`src/rtl/amge_pkg.sv`:
```
// shared constants and types for the adjacency matrix graph engine
`default_nettype none
package amge_pkg;
  localparam int MaxVerticesDefault = 32;

  localparam logic [3:0] MODE_ADD_VERTEX = 4'd0;
  localparam logic [3:0] MODE_DELETE     = 4'd1;
  localparam logic [3:0] MODE_ADD_EDGE   = 4'd2;
  localparam logic [3:0] MODE_CHECK_VERT = 4'd3;
  localparam logic [3:0] MODE_CHECK_EDGE = 4'd4;
  localparam logic [3:0] MODE_ANY_EDGE   = 4'd5;
  localparam logic [3:0] MODE_DFS        = 4'd6;
  localparam logic [3:0] MODE_TOPO       = 4'd7;
  localparam logic [3:0] MODE_EMPTY      = 4'd8;

  localparam logic [2:0] ST_OK     = 3'd0;
  localparam logic [2:0] ST_NOVERT = 3'd1;
  localparam logic [2:0] ST_CYCLE  = 3'd2;
  localparam logic [2:0] ST_EMPTY  = 3'd3;
  localparam logic [2:0] ST_FULL   = 3'd4;

  typedef struct packed {
    logic [2:0] status;
    logic [5:0] vertex;
    logic       flag;
    logic [5:0] count;
    logic       last;
  } result_t;
endpackage
`default_nettype wire

```
`src/rtl/amge_out_reg.sv`:
```
// output register stage of the result channel
`default_nettype none
module amge_out_reg
  import amge_pkg::*;
(
  input  wire logic    clk,
  input  wire logic    rst_n,
  input  wire logic    load,
  input  result_t      res,
  output logic         full,
  input  wire logic    out_stall,
  output logic         out_valid,
  output result_t      out_res
);
  logic    valid_r;
  result_t res_r;

  assign out_valid = valid_r;
  assign out_res   = res_r;
  assign full      = valid_r && out_stall;

  always_ff @(posedge clk) begin
    if (!rst_n) begin
      valid_r <= 1'b0;
    end else if (load) begin
      valid_r <= 1'b1;
    end else if (!out_stall) begin
      valid_r <= 1'b0;
    end
  end

  always_ff @(posedge clk) begin
    if (load) begin
      res_r <= res;
    end
  end
endmodule
`default_nettype wire

```
`config.mk`:
```
export PLATFORM = sky130hd
export DESIGN_NAME = amge_out_reg
export DESIGN_NICKNAME = d
export VERILOG_FILES = /design/src/rtl/amge_pkg.sv /design/src/rtl/amge_out_reg.sv
export SDC_FILE = /design/constraint.sdc
export NUM_CORES = 1
export LEC_CHECK = 0
export CORE_AREA = 10 10 47 49
export DETAILED_ROUTE_END_ITERATION = 16
export DIE_AREA = 0 0 57 59
export DONT_BUFFER_PORTS = 1
export HOLD_SLACK_MARGIN = 0.15
export MAX_ROUTING_LAYER = met4
export SYNTH_ARGS = -nofsm -noshare
export SYNTH_HDL_FRONTEND = slang
export SYNTH_SLANG_ARGS = --single-unit
```
`constraint.sdc`:
```
create_clock -name clk -period 2 [get_ports clk]
set_clock_uncertainty 0.1 [all_clocks]
set_input_delay 0.3 -clock clk [delete_from_list [all_inputs] [get_ports clk]]
set_output_delay 0.3 -clock clk [all_outputs]
set_load 0.01 [all_outputs]
```
==> results of run 1 <==
what timing repair did:
action / 4_1_cts / 5_1_grt
hold buffers: 19 / 0
setup endpoints to repair: 0 / 0
hold endpoints to repair: 35 / 0
cell usage in the layout (no fill, tap or decap):
cell	count
clkbuf_4	3
o21a_1	1
edfxtp_1	17
dlygate4sd3_1	19
clkinv_1	1
dfxtp_1	1
and2_4	1
worst paths after layout:
path	startpoint	endpoint	slack, ns	cells past startpoint
worst max-delay path	load	out_res[15]	0.47	1
worst min-delay path	out_stall	out_valid	0.19	2
worst max register to register	out_valid	out_valid	1.13	2
worst min register to register	out_valid	out_valid	0.61	2
cells in the mapped netlist:
cell / number
edfxtp_1: 17
dfxtp_1: 1
and2_4: 1
o21a_1: 1
layout make-up:
cell class	instances	area [sq um]
Clock buffer	3	22.5
Timing Repair Buffer	19	190
Clock inverter	1	3.75
Sequential cell	18	531
Tap cell	16	20.0
Multi-Input combinational cell	2	16.3
Fill cell	106	618
power groups by stage:
stage | combinational, W | sequential, W | clock, W
2_1_floorplan | 0.00000307 | 0.000477 | 0
3_3_place_gp | 0.00000336 | 0.000484 | 0
3_5_place_dp | 0.00000343 | 0.000484 | 0
4_1_cts | 0.0000396 | 0.000475 | 0.000181
5_1_grt | 0.0000423 | 0.000477 | 0.000194
6_report | 0.0000391 | 0.000473 | 0.000169
per-stage QoR:
stage	instances	area (sq um)	util, %	total power, W	setup WS, ns
2_1_floorplan	20	547	-	0.000480	1.08
3_3_place_gp	36	567	40.4	0.000487	1.04
3_5_place_dp	36	567	40.4	0.000488	1.05
4_1_cts	59	783	55.9	0.000696	0.467
5_1_grt	59	783	55.9	0.000713	0.434
6_report	59	783	55.9	0.000682	0.472
registers in the layout, summed over array words and instances, names as in the netlist:
name	cells
out_res	17
out_valid	1
per-layer routing:
metal,part of all wire (%),track usage [%],vias to the layer above,routed length [microns]
met5,0,-,-,0
met4,0.94,3.02,0,11
met3,7.1,2.58,2,83
met2,52,11.2,20,607
met1,40,7.63,129,466
li1,-,-,128,-
logic make-up (layout without fill, tap and decap cells):
kind of cell,count (synthesis),after routing,share of synthesized area [%]
DFF,18,18,97.0
AOI/OAI and AO/OA,1,1,1.37
and+or+nand+nor,1,1,1.60
buffers and inverters,0,23,0
==> flow_summary.toml, run 1 <==
[outcome]
outcome = "finished, final reports clean"

[detailed_routing]
drt_iter0_drc = 10
ant_nets = 0
firstDrtPassIters = 3
routed_wl_microns = 1170
drc = 0
via_count = 279
wl_per_cell_microns = 19.8
vias_per_cell = 4.73

[final_layout]
nNetsFinal = 65
area_delta_synth_final_pct = 43.2
drive_above_1_share_pct = 9.30
antennaDiodeCount = 0

[cts]
cts-root-buf = "clkbuf_4"
worstSkewPairLatency_ns = 0.28
cts_resized = 0
cts_sinks = 18
cts_buffer_depth = 2
cts_tree = "built"
cts_htree_levels = 1
clk_pin_slew_ns = 0.09
numCtsBuffers = 3
cts_setup_buffers = 0

[die]
dieHeight_microns = 59
chipWidth_microns = 57
start_util_pct = 39.0
core.rowCount = 14
ioPinCount = 40
core_area_sq_um = 1400
dieArea_sq_um = 3360

[grt]
globalRouteOverflowTotal = 0
grt_max_degree = 19
grt_pass1_wl_microns = 1760
grt_use_total_pct = 6.97
grt_pass1_vias = 344
antenna_found_initial = 0

[setup_path]
worstSetupPathType = "input pin to flop"
cp_max_fo = 18
crit_family = "buffers and inverters"
worstPathCellList = "dlygate4sd3_1"
crit_arrival_ns = 1.34
slowest_delay_ns = 1.04
worst-path-buf-inv = 1
required_ns = 1.81
cp_slowest_cell = "dlygate4sd3_1"
crit_path_end_kind = "flop"
cp-start-kind = "input pin"

[sta]
rsz0062_at_grt = "no"
fin_crit_ns = 1.53
drv_slew = 0
whs_ns = 0.191
slew_headroom_pct = 48.4
fin_crit_sh_pct = 76.4
finalSetupTns_ns = 0
fmax_mhz = 655
setup_viol = 0
worstMarginPinSlew_ns = 0.771
hold_violations = 0

[pwr]
internal_power_w = 0.000545
switching_share_pct = 20.0
power_leakage_nw = 0.276
clock_power_share_pct = 24.8
switching_power_w = 0.000137
combPwrFrac_pct = 5.7
p_seq_share_pct = 69.4
p_per_area_nw_per_um2 = 870
ir_drop_uv = 413

[job]
max-cap-violations = 0

[yosys]
synth_area_leaders = "edfxtp_1, dfxtp_1, and2_4, o21a_1"
ys_warn_count = 0
syn-instance-count = 20
netlist_area_sq_um = 547
syn_nets = 41
syn_avg_cell_area_sq_um = 27.3
yosys.area.top_type_share_pct = 93.4
yosysSeqAreaShare_pct = 97.0
synthDistinctLibCells = 4
ys_seq_elements = 18
yosysTopAreaCell = "edfxtp_1"

[placement]
gp_congestion = 0.552
port_buffers = 0

[worst_hold_path]
hold_class = "input pin to flop"
Note: power is estimated with default switching activity, not from simulation.
==> inputs of run 2 (changes only) <==
--- a/config.mk
+++ b/config.mk
@@ -5,6 +5,7 @@
 export SDC_FILE = /design/constraint.sdc
 export NUM_CORES = 1
 export LEC_CHECK = 0
+export ABC_AREA = 1
 export CORE_AREA = 10 10 47 49
 export DETAILED_ROUTE_END_ITERATION = 16
 export DIE_AREA = 0 0 57 59
==> constraint.sdc (replaced) <==
create_clock -name clk -period 1.5 [get_ports clk]
set_clock_uncertainty 0.1 [all_clocks]
set_input_delay 0.225 -clock clk [delete_from_list [all_inputs] [get_ports clk]]
set_output_delay 0.225 -clock clk [all_outputs]
set_load 0.01 [all_outputs]
==> run 2 against run 1 <==
  * Sequential power rose by 33%
  * Worst hold slack better by 0.26 ns
  * Global-route usage grew 0.55 points
  * Sequential cell count did not move
  * Clock power is 69% higher
==> flow_summary.toml, run 2 <==
[sta]
finalSetupTns_ns = 0
fmax_mhz = 707
layout_setup_ws_ns = 0.0848
setup_viol = 0
drv_slew = 0
slew_headroom_pct = 50.8
fin_crit_ns = 1.42
hold_violations = 0
fin_crit_sh_pct = 94.3
worstMarginPinSlew_ns = 0.735
rsz0062_at_grt = "no"

[pwr]
p_seq_share_pct = 65.0
clock_power_share_pct = 29.4
power_leakage_nw = 0.302
combPwrFrac_pct = 5.6
ir_drop_uv = 738
switching_power_w = 0.000193
switching_share_pct = 19.8
p_per_area_nw_per_um2 = 1200
internal_power_w = 0.000779

[yosys]
synthXorXnorAreaFrac_pct = 0
synth_fa_ha_area_share_pct = 0
syn_nets = 44
synth_compound_area_share_pct = 1.58
synthMuxAreaShare_pct = 0
synthDistinctLibCells = 5
synth_commonest_cells = "edfxtp_1, inv_1, a21oi_2, dfxtp_1, nand2_1"
synth_simple_gate_area_share_pct = 0.677
ys_seq_elements = 18
synth.most_common_cell = "edfxtp_1"
synth_top_family_by_area = "buffers and inverters"
async_flop_share_pct = 0
syn-instance-count = 23
synth_area_leaders = "edfxtp_1, dfxtp_1, inv_1, a21oi_2, nand2_1"
netlist_area_sq_um = 554
synth_edf_count = 17
yosysSeqAreaShare_pct = 95.7
syn_avg_cell_area_sq_um = 24.1
yosysTopAreaCell = "edfxtp_1"
ys.flop_type = "edfxtp_1"
ys_warn_count = 0
yosys.area.top_type_share_pct = 92.1

[final_layout]
largest_reg_flops = 17
nNetsFinal = 69
nFillCells = 113
drive_above_1_share_pct = 10.6
area_delta_synth_final_pct = 46.3
final_cell_mix = "dlygate4sd3_1, edfxtp_1, inv_1, clkbuf_4"
final_common_cell = "dlygate4sd3_1"
antennaDiodeCount = 0

[detailed_routing]
wl_per_cell_microns = 19.5
vias_per_cell = 4.54
wl_met1_microns = 468
firstDrtPassIters = 2
drt_iter0_drc = 8
wl_met3_microns = 85
ant_nets = 0
via_count = 286
drc = 0
dr.max_layer_used = "met4"
met2_length_microns = 655
routed_wl_microns = 1230

[grt]
grt_pass1_wl_microns = 1810
grt_use_total_pct = 7.52
globalRouteOverflowTotal = 0
grt_pass1_vias = 349
grt_max_degree = 19
antenna_found_initial = 0

[cts]
clk_pin_slew_ns = 0.09
cts_setup_buffers = 0
cts_sinks = 18
cts_tree = "built"
cts_resized = 0
cts_buffer_depth = 2
cts_htree_levels = 1
cts-root-buf = "clkbuf_4"
worstSkewPairLatency_ns = 0.28
numCtsBuffers = 3

[setup_path]
worstSetupPathType = "input pin to flop"
r2r_cells = 2
r2r-start = "out_valid"
slowest_delay_ns = 1.01
cp_slowest_cell = "dlygate4sd3_1"
crit_arrival_ns = 1.24
worstPathCellList = "dlygate4sd3_1"
cp_max_fo = 18
reg2reg_to = "out_valid"
required_ns = 1.33
crit_path_end_kind = "flop"
cp-start-kind = "input pin"
worst-path-buf-inv = 1
r2r_slack_ns = 0.72
crit_family = "buffers and inverters"

[worst_hold_path]
hold_class = "flop to flop"
holdCritStartpoint = "out_valid"
hold_depth = 2
worstHoldEndpoint = "out_valid"

[die]
ioPinCount = 40
core_area_sq_um = 1400
dieHeight_microns = 59
chipWidth_microns = 57
dieArea_sq_um = 3360
core.rowCount = 14
start_util_pct = 39.6

[outcome]
outcome = "finished, final reports clean"

[job]
max-cap-violations = 0

[placement]
dp_slack_ns = 0.597
port_buffers = 0
gp_congestion = 0.628
[run 2: cell type report]
cell class | count | area [sq um] | area share, %
flip-flops and latches | 18 | 531 | 65.4
well taps | 16 | 20.0 | 2.47
repair buffers | 20 | 200 | 24.7
inverters | 3 | 11.3 | 1.39
clock buffers | 4 | 36.3 | 4.48
multi-input cells | 2 | 12.5 | 1.54
[run 2: logic make-up (layout without fill, tap and decap cells)]
kind of cell / after synthesis / count (layout)
AO/OA/AOI/OAI: 1 / 1
AND/OR/NAND/NOR: 1 / 1
buffers and inverters: 3 / 27
flip-flops: 18 / 18
[run 2: layer usage]
metal  GRT usage (%)  up-vias
li1                -      133
met1            7.39      129
met2            12.1       22
met3            3.00        2
met4            5.03        0
met5               -        -
[run 2: through the flow]
| step | total power (W) | hold slack [ns] | area (sq um) | cells | util (%) |
|---|---|---|---|---|---|
| after floorplan | 0.000641 | 0.224 | 554 | 23 | - |
| after global placement | 0.000651 | 0.224 | 574 | 39 | 41.0 |
| after detailed placement | 0.000652 | 0.224 | 574 | 39 | 41.0 |
| after CTS | 0.000989 | 0.440 | 811 | 63 | 57.9 |
| after global routing | 0.00103 | 0.438 | 811 | 63 | 57.9 |
| final | 0.000972 | 0.446 | 811 | 63 | 57.9 |
[run 2: timing repair]
action | CTS | global route
endpoints found under the hold margin | 35 | 0
hold buffers | 20 | 0
endpoints found under the setup margin | 0 | 0
[run 2: how the worst max path moves through the flow]
stage	startpoint	to	slack, ns	cells past startpoint
finish	load	out_res[3]	0.08	1
global route	load	out_valid	0.01	3
CTS	load	out_res[15]	0.07	1
detailed placement	out_valid	full	0.60	2
global placement	out_valid	full	0.59	2
floorplan	out_valid	full	0.64	2
[run 2: power groups by stage]
stage / logic [W] / registers, W / clock network (W)
floorplan: 0.00000472 / 0.000636 / 0
global placement: 0.00000514 / 0.000646 / 0
detailed placement: 0.00000532 / 0.000646 / 0
CTS: 0.0000551 / 0.000634 / 0.000300
global route: 0.0000607 / 0.000636 / 0.000333
finish: 0.0000546 / 0.000631 / 0.000286
==> inputs of run 3 (changes only) <==
==> constraint.sdc (replaced) <==
create_clock -name clk -period 1.33 [get_ports clk]
set_clock_uncertainty 0.1 [all_clocks]
set_input_delay 0.1995 -clock clk [delete_from_list [all_inputs] [get_ports clk]]
set_output_delay 0.1995 -clock clk [all_outputs]
set_load 0.01 [all_outputs]
==> run 3 against run 2 <==
  * The run now ends with negative hold slack left
  * Sequential share of layout area grew 0.053 points
  * Register-to-register slack lost 0.10 ns
  * Wire length shrank 2.3%
  * Worst hold slack lost 0.53 ns
  * Die area is the same
  * Critical path depth grew 2
  * Global-route usage is essentially flat
  * Setup slack gained 0.035 ns
  * Final cell count is the same
  * Design area grew 0.15%
  * Combinational power shrank 3.7%
  * Highest routed layer unchanged
  * Power grew 12%
==> flow_summary.toml, run 3 (synthesis results as in run 2) <==
[outcome]
outcome = "finished, violations left"
violations = "negative hold slack"

[cts]
cts_buffer_depth = 2
cts_htree_levels = 1
cts_sinks = 18
worstSkewPairLatency_ns = 0.28
cts-root-buf = "clkbuf_4"
clk_pin_slew_ns = 0.09
numCtsBuffers = 3
cts_tree = "built"

[setup_path]
r2r-start = "out_valid"
reg2reg_to = "out_valid"
r2r_cells = 2
r2r_slack_ns = 0.62
required_ns = 1.03
crit_path_end_kind = "primary output"
cp_max_fo = 2
cp-start-kind = "input pin"
crit_arrival_ns = 0.91
worstSetupPathType = "input pin to primary output"

[detailed_routing]
firstDrtPassIters = 2
via_count = 288
ant_nets = 0
wl_per_cell_microns = 19.0
drt_iter0_drc = 1
vias_per_cell = 4.57
routed_wl_microns = 1200
drc = 0

[pwr]
p_seq_share_pct = 65.6
internal_power_w = 0.000879
switching_share_pct = 19.1
power_leakage_nw = 0.302
combPwrFrac_pct = 4.8
clock_power_share_pct = 29.6
ir_drop_uv = 825
p_per_area_nw_per_um2 = 1340
switching_power_w = 0.000207

[sta]
fin_crit_ns = 1.21
finalSetupTns_ns = 0
slew_headroom_pct = 90.7
worstMarginPinSlew_ns = 0.140
fin_crit_sh_pct = 91.0
drv_slew = 0
hold_violations = 17
whs_ns = -0.0809
setup_viol = 0
rsz0062_at_grt = "no"
layout_setup_ws_ns = 0.120
fmax_mhz = 827

[final_layout]
area_delta_synth_final_pct = 46.5
final_cell_mix = "dlygate4sd3_1, edfxtp_1, inv_1, clkbuf_4"
largest_reg_flops = 17
post-route-util_pct = 57.9
final_common_cell = "dlygate4sd3_1"
nNetsFinal = 69
antennaDiodeCount = 0
drive_above_1_share_pct = 12.8

[grt]
globalRouteOverflowTotal = 0
grt_max_degree = 19
antenna_found_initial = 0
grt_pass1_vias = 364
grt_pass1_wl_microns = 1820
grt_use_total_pct = 7.48

[worst_hold_path]
hold_class = "input pin to flop"
worstHoldEndpoint = "out_res[1]"
holdCritStartpoint = "load"
hold_depth = 0

[die]
dieArea_sq_um = 3360
start_util_pct = 39.6
chipWidth_microns = 57
ioPinCount = 40
core.rowCount = 14
dieHeight_microns = 59
core_area_sq_um = 1400

[placement]
gp_congestion = 0.628
dp_slack_ns = 0.453
port_buffers = 0

[job]
max-cap-violations = 0
==> run 3: cell counts in the layout (fill, tap and decap cells not counted) <==
Identical to the previous run, type by type.
==> run 3: power groups by stage <==
| stage | sequential (W) | combinational [W] | clock (W) |
|---|---|---|---|
| after floorplan | 0.000717 | 0.00000532 | 0 |
| after global placement | 0.000728 | 0.00000579 | 0 |
| after detailed placement | 0.000729 | 0.00000600 | 0 |
| after CTS | 0.000715 | 0.0000507 | 0.000338 |
| after global routing | 0.000717 | 0.0000586 | 0.000374 |
| final | 0.000712 | 0.0000526 | 0.000321 |
==> run 3: timing repair <==
action,CTS,global route
setup endpoints to repair,0,1
setup buffers,0,0
gates resized for setup,0,1
endpoints found under the hold margin,35,18
hold buffers,19,2
==> run 3: cell type report <==
class / count / area (sq um)
clock buffer: 4 / 36.3
fill: 113 / 589
inverter: 3 / 11.3
multi-input combinational: 2 / 12.5
sequential: 18 / 532
tap: 16 / 20.0
timing repair buffer: 20 / 200
==> run 3: per-stage QoR <==
stage / total power (W) / instance area, sq um / std cells
after floorplan: 0.000723 / 554 / 23
after global placement: 0.000734 / 574 / 39
after detailed placement: 0.000735 / 574 / 39
after CTS: 0.00110 / 801 / 62
after global routing: 0.00115 / 812 / 63
final: 0.00109 / 812 / 63
==> run 3: worst max path at each step <==
| stage | from | endpoint | depth (start not counted) |
|---|---|---|---|
| 2_1_floorplan | out_valid | full | 2 |
| 3_3_place_gp | out_valid | full | 2 |
| 3_5_place_dp | out_valid | full | 2 |
| 4_1_cts | out_valid | out_valid | 3 |
| 5_1_grt | out_stall | full | 3 |
| 6_report | out_stall | full | 3 |
==> run 3: per-layer routing <==
metal	global-route usage, %	vias to the layer above	part of all wire, %
li1	-	132	-
met1	7.27	132	37
met2	12.1	22	54
met3	3.00	2	7.2
met4	5.03	0	1.3
met5	-	-	0
==> run 3: critical path: stages <==
cell and delay, ns:
dlygate4sd3_1 0.53, nand2_1 0.10, inv_1 0.08
